===== config.mk =====
export PLATFORM = sky130hd
export DESIGN_NAME = cache_tag_lookup_replace
export DESIGN_NICKNAME = d
export VERILOG_FILES = /design/src/sv/ctlr_pkg.sv /design/src/sv/ctlr_ram.sv /design/src/sv/ctlr_rem.sv /design/src/sv/ctlr_ctrl.sv /design/src/sv/ctlr_dp.sv /design/src/sv/cache_tag_lookup_replace.sv
export SDC_FILE = /design/constraint.sdc
export NUM_CORES = 2
export LEC_CHECK = 0
export BUFFER_PORTS_ARGS = -buffer_cell sky130_fd_sc_hd__buf_2
export CAP_MARGIN = 20
export CORE_ASPECT_RATIO = 1.75
export CORE_UTILIZATION = 62
export CTS_CLUSTER_DIAMETER = 60
export DETAILED_ROUTE_END_ITERATION = 16
export PLACE_DENSITY = 0.85
export REMOVE_ABC_BUFFERS = 1
export SLEW_MARGIN = 25
export SYNTH_ARGS = -nofsm -noshare
export SYNTH_HDL_FRONTEND = slang
export SYNTH_SLANG_ARGS = --single-unit

===== constraint.sdc =====
create_clock -name aclk -period 15.5 [get_ports aclk]
set_input_delay 3.1 -clock aclk [delete_from_list [all_inputs] [get_ports aclk]]
set_output_delay 3.1 -clock aclk [all_outputs]
set_load 0.01 [all_outputs]

===== src/sv/ctlr_pkg.sv =====
package ctlr_pkg;

    // Fixed field widths of the result word.
    localparam int OUT_IDX_BITS = 3;
    localparam int COUNT_BITS   = 32;
    localparam logic [COUNT_BITS-1:0] COUNT_MAX = '1;

    // Configuration port.
    localparam int CFG_INDEX_BITS = 1;
    localparam int CFG_DATA_BITS  = 2;
    localparam logic [CFG_INDEX_BITS-1:0] CFG_MAPPING_MODE   = 1'd0;
    localparam logic [CFG_INDEX_BITS-1:0] CFG_REPLACE_POLICY = 1'd1;

    typedef logic [CFG_DATA_BITS-1:0] mode_t;
    typedef logic [CFG_DATA_BITS-1:0] policy_t;

    localparam mode_t MODE_DIRECT  = 2'd0;
    localparam mode_t MODE_FULL    = 2'd1;
    localparam mode_t MODE_TWO_WAY = 2'd2;

    localparam policy_t POL_FIFO   = 2'd0;
    localparam policy_t POL_LRU    = 2'd1;
    localparam policy_t POL_RANDOM = 2'd2;

    // Random replacement source.
    localparam int LFSR_BITS = 16;
    localparam logic [LFSR_BITS-1:0] LFSR_SEED = 16'hACE1;

    // Bits consumed per cycle by the remainder unit.
    localparam int REM_DIGIT_BITS = 8;

    // Taps x^16 + x^14 + x^13 + x^11 + 1, shifting right.
    function automatic logic [LFSR_BITS-1:0] lfsr_step(input logic [LFSR_BITS-1:0] v);
        logic fb;
        fb = v[0] ^ v[2] ^ v[3] ^ v[5];
        return {fb, v[LFSR_BITS-1:1]};
    endfunction

    typedef struct packed {
        logic load;
        logic set_take;
        logic scan;
        logic rand_start;
        logic commit;
    } cmd_t;

    typedef struct packed {
        logic rem_busy;
        logic scan_last;
        logic need_rand;
        logic out_free;
    } sts_t;

endpackage


===== src/sv/ctlr_ram.sv =====
module ctlr_ram #(
    parameter int WIDTH = 8,
    parameter int DEPTH = 8
) (
    input  logic                     aclk,
    input  logic                     wr_en,
    input  logic [$clog2(DEPTH)-1:0] wr_addr,
    input  logic [WIDTH-1:0]         wr_data,
    input  logic [$clog2(DEPTH)-1:0] rd_addr,
    output logic [WIDTH-1:0]         rd_data
);

    logic [WIDTH-1:0] mem_reg [DEPTH];
    logic [WIDTH-1:0] rd_data_reg;

    always_ff @(posedge aclk) begin
        if (wr_en) begin
            mem_reg[wr_addr] <= wr_data;
        end
        rd_data_reg <= mem_reg[rd_addr];
    end

    assign rd_data = rd_data_reg;

endmodule


===== src/sv/ctlr_rem.sv =====
module ctlr_rem #(
    parameter int DIVD_BITS = 16,
    parameter int REM_BITS  = 3
) (
    input  logic                 aclk,
    input  logic                 aresetn,
    input  logic                 start,
    input  logic [DIVD_BITS-1:0] dividend,
    input  logic [REM_BITS:0]    divisor,
    output logic                 busy,
    output logic [REM_BITS-1:0]  remainder
);
    import ctlr_pkg::*;

    localparam int STEPS    = DIVD_BITS / REM_DIGIT_BITS;
    localparam int CNT_BITS = $clog2(STEPS + 1);

    logic                 busy_reg;
    logic [CNT_BITS-1:0]  cnt_reg;
    logic [DIVD_BITS-1:0] shift_reg;
    logic [REM_BITS-1:0]  rem_reg;
    logic [REM_BITS-1:0]  rem_next;
    logic [REM_BITS:0]    div_reg;

    // Restoring remainder, most significant bit first, one digit a cycle.
    always_comb begin
        logic [REM_BITS:0]   trial;
        logic [REM_BITS-1:0] part;
        part = rem_reg;
        for (int i = 0; i < REM_DIGIT_BITS; i++) begin
            trial = {part, shift_reg[DIVD_BITS-1-i]};
            if (trial >= div_reg) begin
                trial = trial - div_reg;
            end
            part = trial[REM_BITS-1:0];
        end
        rem_next = part;
    end

    always_ff @(posedge aclk) begin
        if (!aresetn) begin
            busy_reg <= 1'b0;
            cnt_reg  <= '0;
        end else if (start) begin
            busy_reg <= 1'b1;
            cnt_reg  <= CNT_BITS'(STEPS);
        end else if (busy_reg) begin
            cnt_reg  <= cnt_reg - CNT_BITS'(1);
            busy_reg <= (cnt_reg != CNT_BITS'(1));
        end
    end

    always_ff @(posedge aclk) begin
        if (start) begin
            shift_reg <= dividend;
            rem_reg   <= '0;
            div_reg   <= divisor;
        end else if (busy_reg) begin
            shift_reg <= shift_reg << REM_DIGIT_BITS;
            rem_reg   <= rem_next;
        end
    end

    assign busy      = busy_reg;
    assign remainder = rem_reg;

endmodule


===== src/sv/ctlr_ctrl.sv =====
module ctlr_ctrl (
    input  logic          aclk,
    input  logic          aresetn,
    input  logic          s_valid,
    output logic          s_ready,
    input  ctlr_pkg::sts_t sts,
    output ctlr_pkg::cmd_t cmd
);
    import ctlr_pkg::*;

    typedef enum logic [5:0] {
        ST_IDLE   = 6'b000001,
        ST_SET    = 6'b000010,
        ST_SCAN   = 6'b000100,
        ST_DECIDE = 6'b001000,
        ST_RAND   = 6'b010000,
        ST_DONE   = 6'b100000
    } state_t;

    state_t state_reg;
    state_t state_next;

    always_comb begin
        state_next = state_reg;
        cmd        = '0;
        unique case (state_reg)
            ST_IDLE: begin
                if (s_valid) begin
                    cmd.load   = 1'b1;
                    state_next = ST_SET;
                end
            end
            ST_SET: begin
                if (!sts.rem_busy) begin
                    cmd.set_take = 1'b1;
                    state_next   = ST_SCAN;
                end
            end
            ST_SCAN: begin
                cmd.scan = 1'b1;
                if (sts.scan_last) begin
                    state_next = ST_DECIDE;
                end
            end
            ST_DECIDE: begin
                if (sts.need_rand) begin
                    cmd.rand_start = 1'b1;
                    state_next     = ST_RAND;
                end else begin
                    state_next = ST_DONE;
                end
            end
            ST_RAND: begin
                if (!sts.rem_busy) begin
                    state_next = ST_DONE;
                end
            end
            ST_DONE: begin
                // The store is updated only when the result can be handed over.
                if (sts.out_free) begin
                    cmd.commit = 1'b1;
                    state_next = ST_IDLE;
                end
            end
            default: begin
                state_next = ST_IDLE;
            end
        endcase
    end

    always_ff @(posedge aclk) begin
        if (!aresetn) begin
            state_reg <= ST_IDLE;
        end else begin
            state_reg <= state_next;
        end
    end

    assign s_ready = (state_reg == ST_IDLE);

endmodule


===== src/sv/ctlr_dp.sv =====
module ctlr_dp #(
    parameter int LINE_COUNT = 8,
    parameter int ADDR_BITS  = 16,
    parameter int STAMP_BITS = 32
) (
    input  logic                                aclk,
    input  logic                                aresetn,
    input  logic                                cfg_wr_en,
    input  logic [ctlr_pkg::CFG_INDEX_BITS-1:0] cfg_index,
    input  logic [ctlr_pkg::CFG_DATA_BITS-1:0]  cfg_wr_data,
    input  logic [ADDR_BITS-1:0]                s_address,
    input  ctlr_pkg::cmd_t                      cmd,
    output ctlr_pkg::sts_t                      sts,
    output logic                                m_valid,
    input  logic                                m_ready,
    output logic                                m_hit,
    output logic [ctlr_pkg::OUT_IDX_BITS-1:0]   m_set_index,
    output logic [ctlr_pkg::OUT_IDX_BITS-1:0]   m_way,
    output logic [ctlr_pkg::COUNT_BITS-1:0]     m_hit_count,
    output logic [ctlr_pkg::COUNT_BITS-1:0]     m_miss_count
);
    import ctlr_pkg::*;

    localparam int LINE_BITS = $clog2(LINE_COUNT);
    localparam int DIV_BITS  = LINE_BITS + 1;
    localparam int DIVD_RAW  = (ADDR_BITS > LFSR_BITS) ? ADDR_BITS : LFSR_BITS;
    localparam int DIVD_BITS = ((DIVD_RAW + REM_DIGIT_BITS - 1) / REM_DIGIT_BITS)
                               * REM_DIGIT_BITS;
    localparam int EXT_BITS  = LINE_BITS + OUT_IDX_BITS;
    localparam int TF_BITS   = ADDR_BITS + STAMP_BITS;

    // Configuration.
    mode_t   mode_reg;
    policy_t policy_reg;

    // Item context.
    logic [ADDR_BITS-1:0]  addr_reg;
    logic [STAMP_BITS-1:0] time_reg;
    logic [LFSR_BITS-1:0]  lfsr_reg;
    logic [LINE_BITS-1:0]  set_reg;
    logic [LINE_COUNT-1:0] valid_reg;
    logic [COUNT_BITS-1:0] hits_reg;
    logic [COUNT_BITS-1:0] misses_reg;

    // Scan pipeline and search results.
    logic                  issued_all_reg;
    logic [LINE_BITS-1:0]  issue_cnt_reg;
    logic                  eval_vld_reg;
    logic [LINE_BITS-1:0]  eval_way_reg;
    logic [LINE_BITS-1:0]  eval_line_reg;
    logic                  hit_found_reg;
    logic [LINE_BITS-1:0]  hit_way_reg;
    logic                  inv_found_reg;
    logic [LINE_BITS-1:0]  inv_way_reg;
    logic [STAMP_BITS-1:0] best_fill_reg;
    logic [LINE_BITS-1:0]  fill_way_reg;
    logic [STAMP_BITS-1:0] best_use_reg;
    logic [LINE_BITS-1:0]  use_way_reg;

    // Result word.
    logic                    m_valid_reg;
    logic                    m_hit_reg;
    logic [OUT_IDX_BITS-1:0] m_set_index_reg;
    logic [OUT_IDX_BITS-1:0] m_way_reg;
    logic [COUNT_BITS-1:0]   m_hit_count_reg;
    logic [COUNT_BITS-1:0]   m_miss_count_reg;

    logic [LINE_BITS-1:0]  base;
    logic [LINE_BITS-1:0]  ways_m1;
    logic [DIV_BITS-1:0]   set_div;
    logic [LINE_BITS-1:0]  issue_line;
    logic                  issue_en;
    logic [TF_BITS-1:0]    tf_rdata;
    logic [STAMP_BITS-1:0] use_rdata;
    logic [ADDR_BITS-1:0]  tag_q;
    logic [STAMP_BITS-1:0] fill_q;
    logic                  eval_first;
    logic [LINE_BITS-1:0]  victim;
    logic [LINE_BITS-1:0]  commit_line;
    logic [LFSR_BITS-1:0]  lfsr_next;
    logic                  rem_start;
    logic [DIVD_BITS-1:0]  rem_dividend;
    logic [DIV_BITS-1:0]   rem_divisor;
    logic                  rem_busy;
    logic [LINE_BITS-1:0]  rem_value;
    logic [COUNT_BITS-1:0] hits_next;
    logic [COUNT_BITS-1:0] misses_next;
    logic [EXT_BITS-1:0]   set_ext;
    logic [EXT_BITS-1:0]   way_ext;

    // Layout of the current mapping mode; an undefined mode maps directly.
    always_comb begin
        unique case (mode_reg)
            MODE_FULL: begin
                base    = '0;
                ways_m1 = LINE_BITS'(LINE_COUNT - 1);
                set_div = DIV_BITS'(1);
            end
            MODE_TWO_WAY: begin
                base    = LINE_BITS'({set_reg, 1'b0});
                ways_m1 = LINE_BITS'(1);
                set_div = DIV_BITS'(LINE_COUNT / 2);
            end
            default: begin
                base    = set_reg;
                ways_m1 = '0;
                set_div = DIV_BITS'(LINE_COUNT);
            end
        endcase
    end

    always_ff @(posedge aclk) begin
        if (!aresetn) begin
            mode_reg   <= MODE_DIRECT;
            policy_reg <= POL_FIFO;
        end else if (cfg_wr_en) begin
            unique case (cfg_index)
                CFG_MAPPING_MODE:   mode_reg   <= cfg_wr_data;
                CFG_REPLACE_POLICY: policy_reg <= cfg_wr_data;
                default: ;
            endcase
        end
    end

    // Shared remainder unit: set number first, then the random way if needed.
    assign lfsr_next    = lfsr_step(lfsr_reg);
    assign rem_start    = cmd.load | cmd.rand_start;
    assign rem_dividend = cmd.rand_start ? DIVD_BITS'(lfsr_next) : DIVD_BITS'(s_address);
    assign rem_divisor  = cmd.rand_start ? (DIV_BITS'(ways_m1) + DIV_BITS'(1)) : set_div;

    ctlr_rem #(
        .DIVD_BITS(DIVD_BITS),
        .REM_BITS (LINE_BITS)
    ) u_rem (
        .aclk     (aclk),
        .aresetn  (aresetn),
        .start    (rem_start),
        .dividend (rem_dividend),
        .divisor  (rem_divisor),
        .busy     (rem_busy),
        .remainder(rem_value)
    );

    // Tag and fill stamp share one memory; the use stamp has its own.
    assign issue_en   = cmd.scan && !issued_all_reg;
    assign issue_line = LINE_BITS'(base + issue_cnt_reg);

    always_comb begin
        if (hit_found_reg) begin
            victim = hit_way_reg;
        end else if (ways_m1 == '0) begin
            victim = '0;
        end else if (inv_found_reg) begin
            victim = inv_way_reg;
        end else begin
            unique case (policy_reg)
                POL_FIFO:   victim = fill_way_reg;
                POL_LRU:    victim = use_way_reg;
                POL_RANDOM: victim = rem_value;
                default:    victim = '0;
            endcase
        end
    end

    assign commit_line = LINE_BITS'(base + victim);

    ctlr_ram #(
        .WIDTH(TF_BITS),
        .DEPTH(LINE_COUNT)
    ) u_tag_ram (
        .aclk   (aclk),
        .wr_en  (cmd.commit && !hit_found_reg),
        .wr_addr(commit_line),
        .wr_data({addr_reg, time_reg}),
        .rd_addr(issue_line),
        .rd_data(tf_rdata)
    );

    ctlr_ram #(
        .WIDTH(STAMP_BITS),
        .DEPTH(LINE_COUNT)
    ) u_use_ram (
        .aclk   (aclk),
        .wr_en  (cmd.commit),
        .wr_addr(commit_line),
        .wr_data(time_reg),
        .rd_addr(issue_line),
        .rd_data(use_rdata)
    );

    assign tag_q      = tf_rdata[TF_BITS-1:STAMP_BITS];
    assign fill_q     = tf_rdata[STAMP_BITS-1:0];
    assign eval_first = (eval_way_reg == '0);

    // Control state.
    always_ff @(posedge aclk) begin
        if (!aresetn) begin
            time_reg       <= '0;
            lfsr_reg       <= LFSR_SEED;
            valid_reg      <= '0;
            hits_reg       <= '0;
            misses_reg     <= '0;
            issued_all_reg <= 1'b0;
            issue_cnt_reg  <= '0;
            eval_vld_reg   <= 1'b0;
            hit_found_reg  <= 1'b0;
            inv_found_reg  <= 1'b0;
            m_valid_reg    <= 1'b0;
        end else begin
            if (cmd.load) begin
                time_reg <= time_reg + STAMP_BITS'(1);
            end
            if (cmd.rand_start) begin
                lfsr_reg <= lfsr_next;
            end
            if (cmd.set_take) begin
                issued_all_reg <= 1'b0;
                issue_cnt_reg  <= '0;
                eval_vld_reg   <= 1'b0;
                hit_found_reg  <= 1'b0;
                inv_found_reg  <= 1'b0;
            end else begin
                eval_vld_reg <= issue_en;
                if (issue_en) begin
                    if (issue_cnt_reg == ways_m1) begin
                        issued_all_reg <= 1'b1;
                    end else begin
                        issue_cnt_reg <= issue_cnt_reg + LINE_BITS'(1);
                    end
                end
                if (eval_vld_reg) begin
                    // The lowest way wins among duplicate tags and invalid lines.
                    if (!hit_found_reg && valid_reg[eval_line_reg] && tag_q == addr_reg) begin
                        hit_found_reg <= 1'b1;
                    end
                    if (!inv_found_reg && !valid_reg[eval_line_reg]) begin
                        inv_found_reg <= 1'b1;
                    end
                end
            end
            if (cmd.commit) begin
                if (hit_found_reg) begin
                    hits_reg <= hits_next;
                end else begin
                    misses_reg             <= misses_next;
                    valid_reg[commit_line] <= 1'b1;
                end
            end
            if (cmd.commit) begin
                m_valid_reg <= 1'b1;
            end else if (m_ready) begin
                m_valid_reg <= 1'b0;
            end
        end
    end

    // Payload.
    always_ff @(posedge aclk) begin
        if (cmd.load) begin
            addr_reg <= s_address;
        end
        if (cmd.set_take) begin
            set_reg <= rem_value;
        end
        eval_way_reg  <= issue_cnt_reg;
        eval_line_reg <= issue_line;
        if (eval_vld_reg) begin
            if (!hit_found_reg) begin
                hit_way_reg <= eval_way_reg;
            end
            if (!inv_found_reg) begin
                inv_way_reg <= eval_way_reg;
            end
            // Strict compare keeps the lowest way on equal stamps.
            if (eval_first || fill_q < best_fill_reg) begin
                best_fill_reg <= fill_q;
                fill_way_reg  <= eval_way_reg;
            end
            if (eval_first || use_rdata < best_use_reg) begin
                best_use_reg <= use_rdata;
                use_way_reg  <= eval_way_reg;
            end
        end
        if (cmd.commit) begin
            m_hit_reg        <= hit_found_reg;
            m_set_index_reg  <= set_ext[OUT_IDX_BITS-1:0];
            m_way_reg        <= way_ext[OUT_IDX_BITS-1:0];
            m_hit_count_reg  <= hit_found_reg ? hits_next : hits_reg;
            m_miss_count_reg <= hit_found_reg ? misses_reg : misses_next;
        end
    end

    assign hits_next   = (hits_reg == COUNT_MAX) ? hits_reg : hits_reg + COUNT_BITS'(1);
    assign misses_next = (misses_reg == COUNT_MAX) ? misses_reg
                                                   : misses_reg + COUNT_BITS'(1);
    assign set_ext     = EXT_BITS'(set_reg);
    assign way_ext     = EXT_BITS'(victim);

    assign sts.rem_busy  = rem_busy;
    assign sts.scan_last = eval_vld_reg && (eval_way_reg == ways_m1);
    assign sts.need_rand = !hit_found_reg && (ways_m1 != '0) && !inv_found_reg
                           && (policy_reg == POL_RANDOM);
    assign sts.out_free  = !m_valid_reg || m_ready;

    assign m_valid      = m_valid_reg;
    assign m_hit        = m_hit_reg;
    assign m_set_index  = m_set_index_reg;
    assign m_way        = m_way_reg;
    assign m_hit_count  = m_hit_count_reg;
    assign m_miss_count = m_miss_count_reg;

endmodule


===== src/sv/cache_tag_lookup_replace.sv =====
// Flow: the accepted address goes to the shared remainder unit, which divides in S =
// ceil(max(ADDR_BITS,16)/8) digit steps, for its set number; the tag scan then reads one
// way per cycle over the W ways of the mapping mode (1, 2 or LINE_COUNT), and a random
// eviction of a valid line uses the remainder unit again. One word is handled at a time.
// Reset (aresetn, synchronous, active low) invalidates all lines, clears the clock
// and counters, seeds the LFSR and selects direct mapping with FIFO replacement.
module cache_tag_lookup_replace #(
    parameter int LINE_COUNT = 8,
    parameter int ADDR_BITS  = 16,
    parameter int STAMP_BITS = 32
) (
    input  logic                                aclk,
    input  logic                                aresetn,
    input  logic                                cfg_wr_en,
    input  logic [ctlr_pkg::CFG_INDEX_BITS-1:0] cfg_index,
    input  logic [ctlr_pkg::CFG_DATA_BITS-1:0]  cfg_wr_data,
    input  logic                                s_valid,
    output logic                                s_ready,
    input  logic [ADDR_BITS-1:0]                s_address,
    output logic                                m_valid,
    input  logic                                m_ready,
    output logic                                m_hit,
    output logic [ctlr_pkg::OUT_IDX_BITS-1:0]   m_set_index,
    output logic [ctlr_pkg::OUT_IDX_BITS-1:0]   m_way,
    output logic [ctlr_pkg::COUNT_BITS-1:0]     m_hit_count,
    output logic [ctlr_pkg::COUNT_BITS-1:0]     m_miss_count
);
    import ctlr_pkg::*;

    cmd_t cmd;
    sts_t sts;

    ctlr_ctrl u_ctrl (
        .aclk   (aclk),
        .aresetn(aresetn),
        .s_valid(s_valid),
        .s_ready(s_ready),
        .sts    (sts),
        .cmd    (cmd)
    );

    ctlr_dp #(
        .LINE_COUNT(LINE_COUNT),
        .ADDR_BITS (ADDR_BITS),
        .STAMP_BITS(STAMP_BITS)
    ) u_dp (
        .aclk        (aclk),
        .aresetn     (aresetn),
        .cfg_wr_en   (cfg_wr_en),
        .cfg_index   (cfg_index),
        .cfg_wr_data (cfg_wr_data),
        .s_address   (s_address),
        .cmd         (cmd),
        .sts         (sts),
        .m_valid     (m_valid),
        .m_ready     (m_ready),
        .m_hit       (m_hit),
        .m_set_index (m_set_index),
        .m_way       (m_way),
        .m_hit_count (m_hit_count),
        .m_miss_count(m_miss_count)
    );

endmodule


==> results.py <==
metrics = {
    "logic_synthesis": {
        "synthTopCellsByArea": "edfxtp_1 (58%), dfxtp_1 (11%), mux4_2 (4.3%)",
        "ys.flop_type": "edfxtp_1",
        "synth_edf_count": 826,
        "synthArstFlopShare_pct": 0,
        "yosysWarnings": 0,
        "syn_area_um2": 42800,
        "syn_area_per_cell_um2": 15.4,
        "yosysSeqAreaShare_pct": 68.8,
        "ys_seq_elements": 1056,
        "synth_top_area_cell": "edfxtp_1",
        "ys_types": 76,
        "synth_top_area_share_pct": 58.0,
        "synthCells": 2784,
    },
    "critical_path": {
        "critical_path.max_fanout": 10,
        "cp_data_required_time_ns": 16.00,
        "cp.depth": 43,
        "crit_path_start_kind": "flop",
        "r2r-end": "u_dp.u_rem.remainder[0]$_SDFFE_PN0P_",
        "end_kind": "flop",
        "critPathLaunch": "u_dp.u_rem.div_reg[1]$_SDFFCE_PN0N_",
        "path_common_cell": "a21o_1",
        "crit_end": "u_dp.u_rem.remainder[0]$_SDFFE_PN0P_",
        "ff2ff_setup_slack_ns": 3.43,
        "arrival_ns": 12.57,
        "worst_path_max_delay_cell": "edfxtp_1",
        "reg2reg_depth": 43,
        "criticalPathCategory": "reg2reg",
        "worst-path-buf-inv": 4,
        "cp_top_family": "compound AO/OA/AOI/OAI gates",
        "r2r-start": "u_dp.u_rem.div_reg[1]$_SDFFCE_PN0N_",
        "slowest_delay_ns": 0.67,
    },
    "grt": {
        "grt_pass1_vias": 25200,
        "antenna_found_initial": 1,
        "grt_usage_pct": 26.5,
        "grt_max_degree": 125,
        "globalRouteOverflowTotal": 0,
        "grt_pass1_wl_mm": 142,
    },
    "die": {
        "die_y_um": 349,
        "die_w_um": 201,
        "core_area_um2": 68300,
        "std_cell_rows": 127,
        "ios": 97,
        "start_util_pct": 62.6,
        "dieArea_um2": 70100,
    },
    "route": {
        "vias_per_cell": 6.25,
        "wl_mm": 93.4,
        "wl_per_cell_um": 24.2,
        "ant_nets": 0,
        "drtIter0Drc": 2212,
        "post-route-drc-count": 0,
        "met1_length_mm": 33.1,
        "met2_length_mm": 50.0,
        "drt-pass1-iter-count": 6,
        "wl_met3_mm": 6.23,
        "vias": 24100,
        "routed.top_layer": "met4",
    },
    "cts": {
        "clock-sinks": 1056,
        "htreeDepth": 3,
        "clkLatencyLatePin_ns": 0.64,
        "cts_setup_buffers": 0,
        "tritoncts": "yes",
        "numCtsBuffers": 83,
        "cts-resized-gates": 0,
        "cts_hold_buffers": 0,
        "cts_max_path_buffers": 3,
        "cts_root_buffer": "clkbuf_16",
        "clkSlewWorstSetupHoldPaths_ns": 0.07,
    },
    "pwr": {
        "leakagePower_uw": 0.0158,
        "irDropWorstVdd_mv": 0.183,
        "power_density_nw_per_um2": 131,
        "total_power_uw": 6150,
    },
    "cells_and_area": {
        "layout-drive-gt1-share_pct": 14.2,
        "fin_util_pct": 68.8,
        "finalNetCount": 3018,
        "area_growth_pct": 9.89,
        "largest_reg_flops": 384,
        "diodes": 0,
    },
    "timing": {
        "final-hold-violation-count": 0,
        "worst-slew-pin-transition_ns": 1.07,
        "final.min_clock_period_ns": 12.07,
        "slew_headroom_pct": 28.9,
        "slew_viol_final": 0,
        "setup_tns_ns": 0,
        "fin_skew_ns": 0.0237,
        "max_freq_mhz": 82.8,
        "report.final.setup_viol": 0,
        "timing.hold.ws_ns": 0.438,
        "post-route-period-util_pct": 77.9,
        "rsz0062_at_grt": "no",
    },
    "placed_design": {
        "portBuffers": 96,
        "dp_hpwl_mm": 54.2,
        "gp_congestion": 0.865,
    },
    "flow_run": {
        "drv_cap": 0,
    },
    "hold_path": {
        "hold_path_class": "reg2reg",
    },
    "run_status": {
        "status": "completed",
    },
}
## worst register-to-register path, delay by kind of cell, from the launching register on
kind	cells	cell delay, ns
buf+inv	4	0.62
mux	7	2.63
simple gates	2	0.10
flops	1	0.67
compound gates	22	5.05
fa+ha+maj	8	2.84
## metrics by stage
stage	setup WS, ns	cells	instance area [um^2]
global route	2.48	3851	47000
CTS	3.30	3851	47000
detailed placement	3.31	3698	44200
global placement	3.63	3698	44200
floorplan	4.70	2664	42200
finish	3.43	3851	47000
## cells in the mapped netlist, drive strengths merged (4+ instances only)
cell type	number
edfxtp	826
dfxtp	230
mux2i	178
nor2	154
nand2	151
xnor2	119
inv	106
ha	104
and2	96
a221oi	84
mux4	82
buf	63
xor2	63
nand4	58
clkbuf	57
nand3	57
nor3	50
a21oi	41
o21ai	35
nor4	25
a21boi	19
nor2b	17
a21o	16
and3	16
mux2	15
nand2b	13
o21a	13
or3	12
and4	11
o211ai	11
fa	10
a211oi	6
a31oi	6
a211o	4
a21bo	4
nand4b	4
or2	4
## report_power, final
group	switching (uW)	internal, uW
combinational	481	392
sequential	32.7	3060
clock	989	1190
total	1500	4640
## worst min path at each step
stage,startpoint,end,slack [ns],cells after the start
floorplan,u_dp.issue_cnt_reg[1]$_SDFFE_PP0P_,u_dp.eval_way_reg[1]$_DFF_P_,0.39,0
global placement,u_dp.issue_cnt_reg[1]$_SDFFE_PP0P_,u_dp.eval_way_reg[1]$_DFF_P_,0.41,0
detailed placement,u_dp.u_use_ram.rd_data[0]$_DFF_P_,u_dp.best_use_reg[0]$_DFFE_PP_,0.42,0
CTS,u_dp.issue_cnt_reg[1]$_SDFFE_PP0P_,u_dp.eval_way_reg[1]$_DFF_P_,0.43,0
global route,u_dp.issue_cnt_reg[1]$_SDFFE_PP0P_,u_dp.eval_way_reg[1]$_DFF_P_,0.44,0
finish,u_dp.u_tag_ram.rd_data[8]$_DFF_P_,u_dp.best_fill_reg[8]$_DFFE_PP_,0.44,0
## final cells by class
class,count,area [um^2]
clock buffers,103,2280
clock inverters,50,504
fillers,4336,21300
inverters,107,402
multi-input cells,1501,12500
flip-flops and latches,1056,29400
well taps,903,1130
repair buffers,131,758
## cell families after synthesis
logic type / count (synthesis) / synth area share [%]
xor gates and xnor gates: 182 / 3.88
DFF: 1056 / 68.8
adders and majority gates: 114 / 3.51
buffers and inverters: 227 / 2.31
muxes: 275 / 8.89
and+or+nand+nor: 676 / 8.27
AOI/OAI and AO/OA: 254 / 4.38
## cells in the final DEF, fill, tap and decap left out, types with 10 or more instances in the layout
cell	n
nor3_2	16
nor4_1	16
o211ai_1	10
nand3_1	57
mux2_2	13
xnor2_1	116
inv_1	104
o21a_1	13
buf_2	95
nor2b_1	16
nor3_1	32
a21oi_1	40
clkbuf_16	88
ha_1	103
or3_1	12
dfxtp_1	230
clkbuf_1	13
and2_1	96
mux4_2	82
buf_4	35
mux2i_1	178
nand2_1	149
nand2b_1	13
edfxtp_1	826
a21o_1	16
o21ai_0	34
nand4_1	57
a21boi_0	19
a221oi_1	84
and4_1	11
xor2_1	62
fa_1	10
nor2_1	150
clkinv_2	16
and3_1	16
## metal layers
| metal | global-route usage (%) | vias up |
|---|---|---|
| li1 | - | 10700 |
| met1 | 30.0 | 12100 |
| met2 | 49.2 | 1071 |
| met3 | 3.94 | 245 |
| met4 | 12.4 | 0 |
| met5 | 0 | - |
Power figures use the tool's default switching activity.
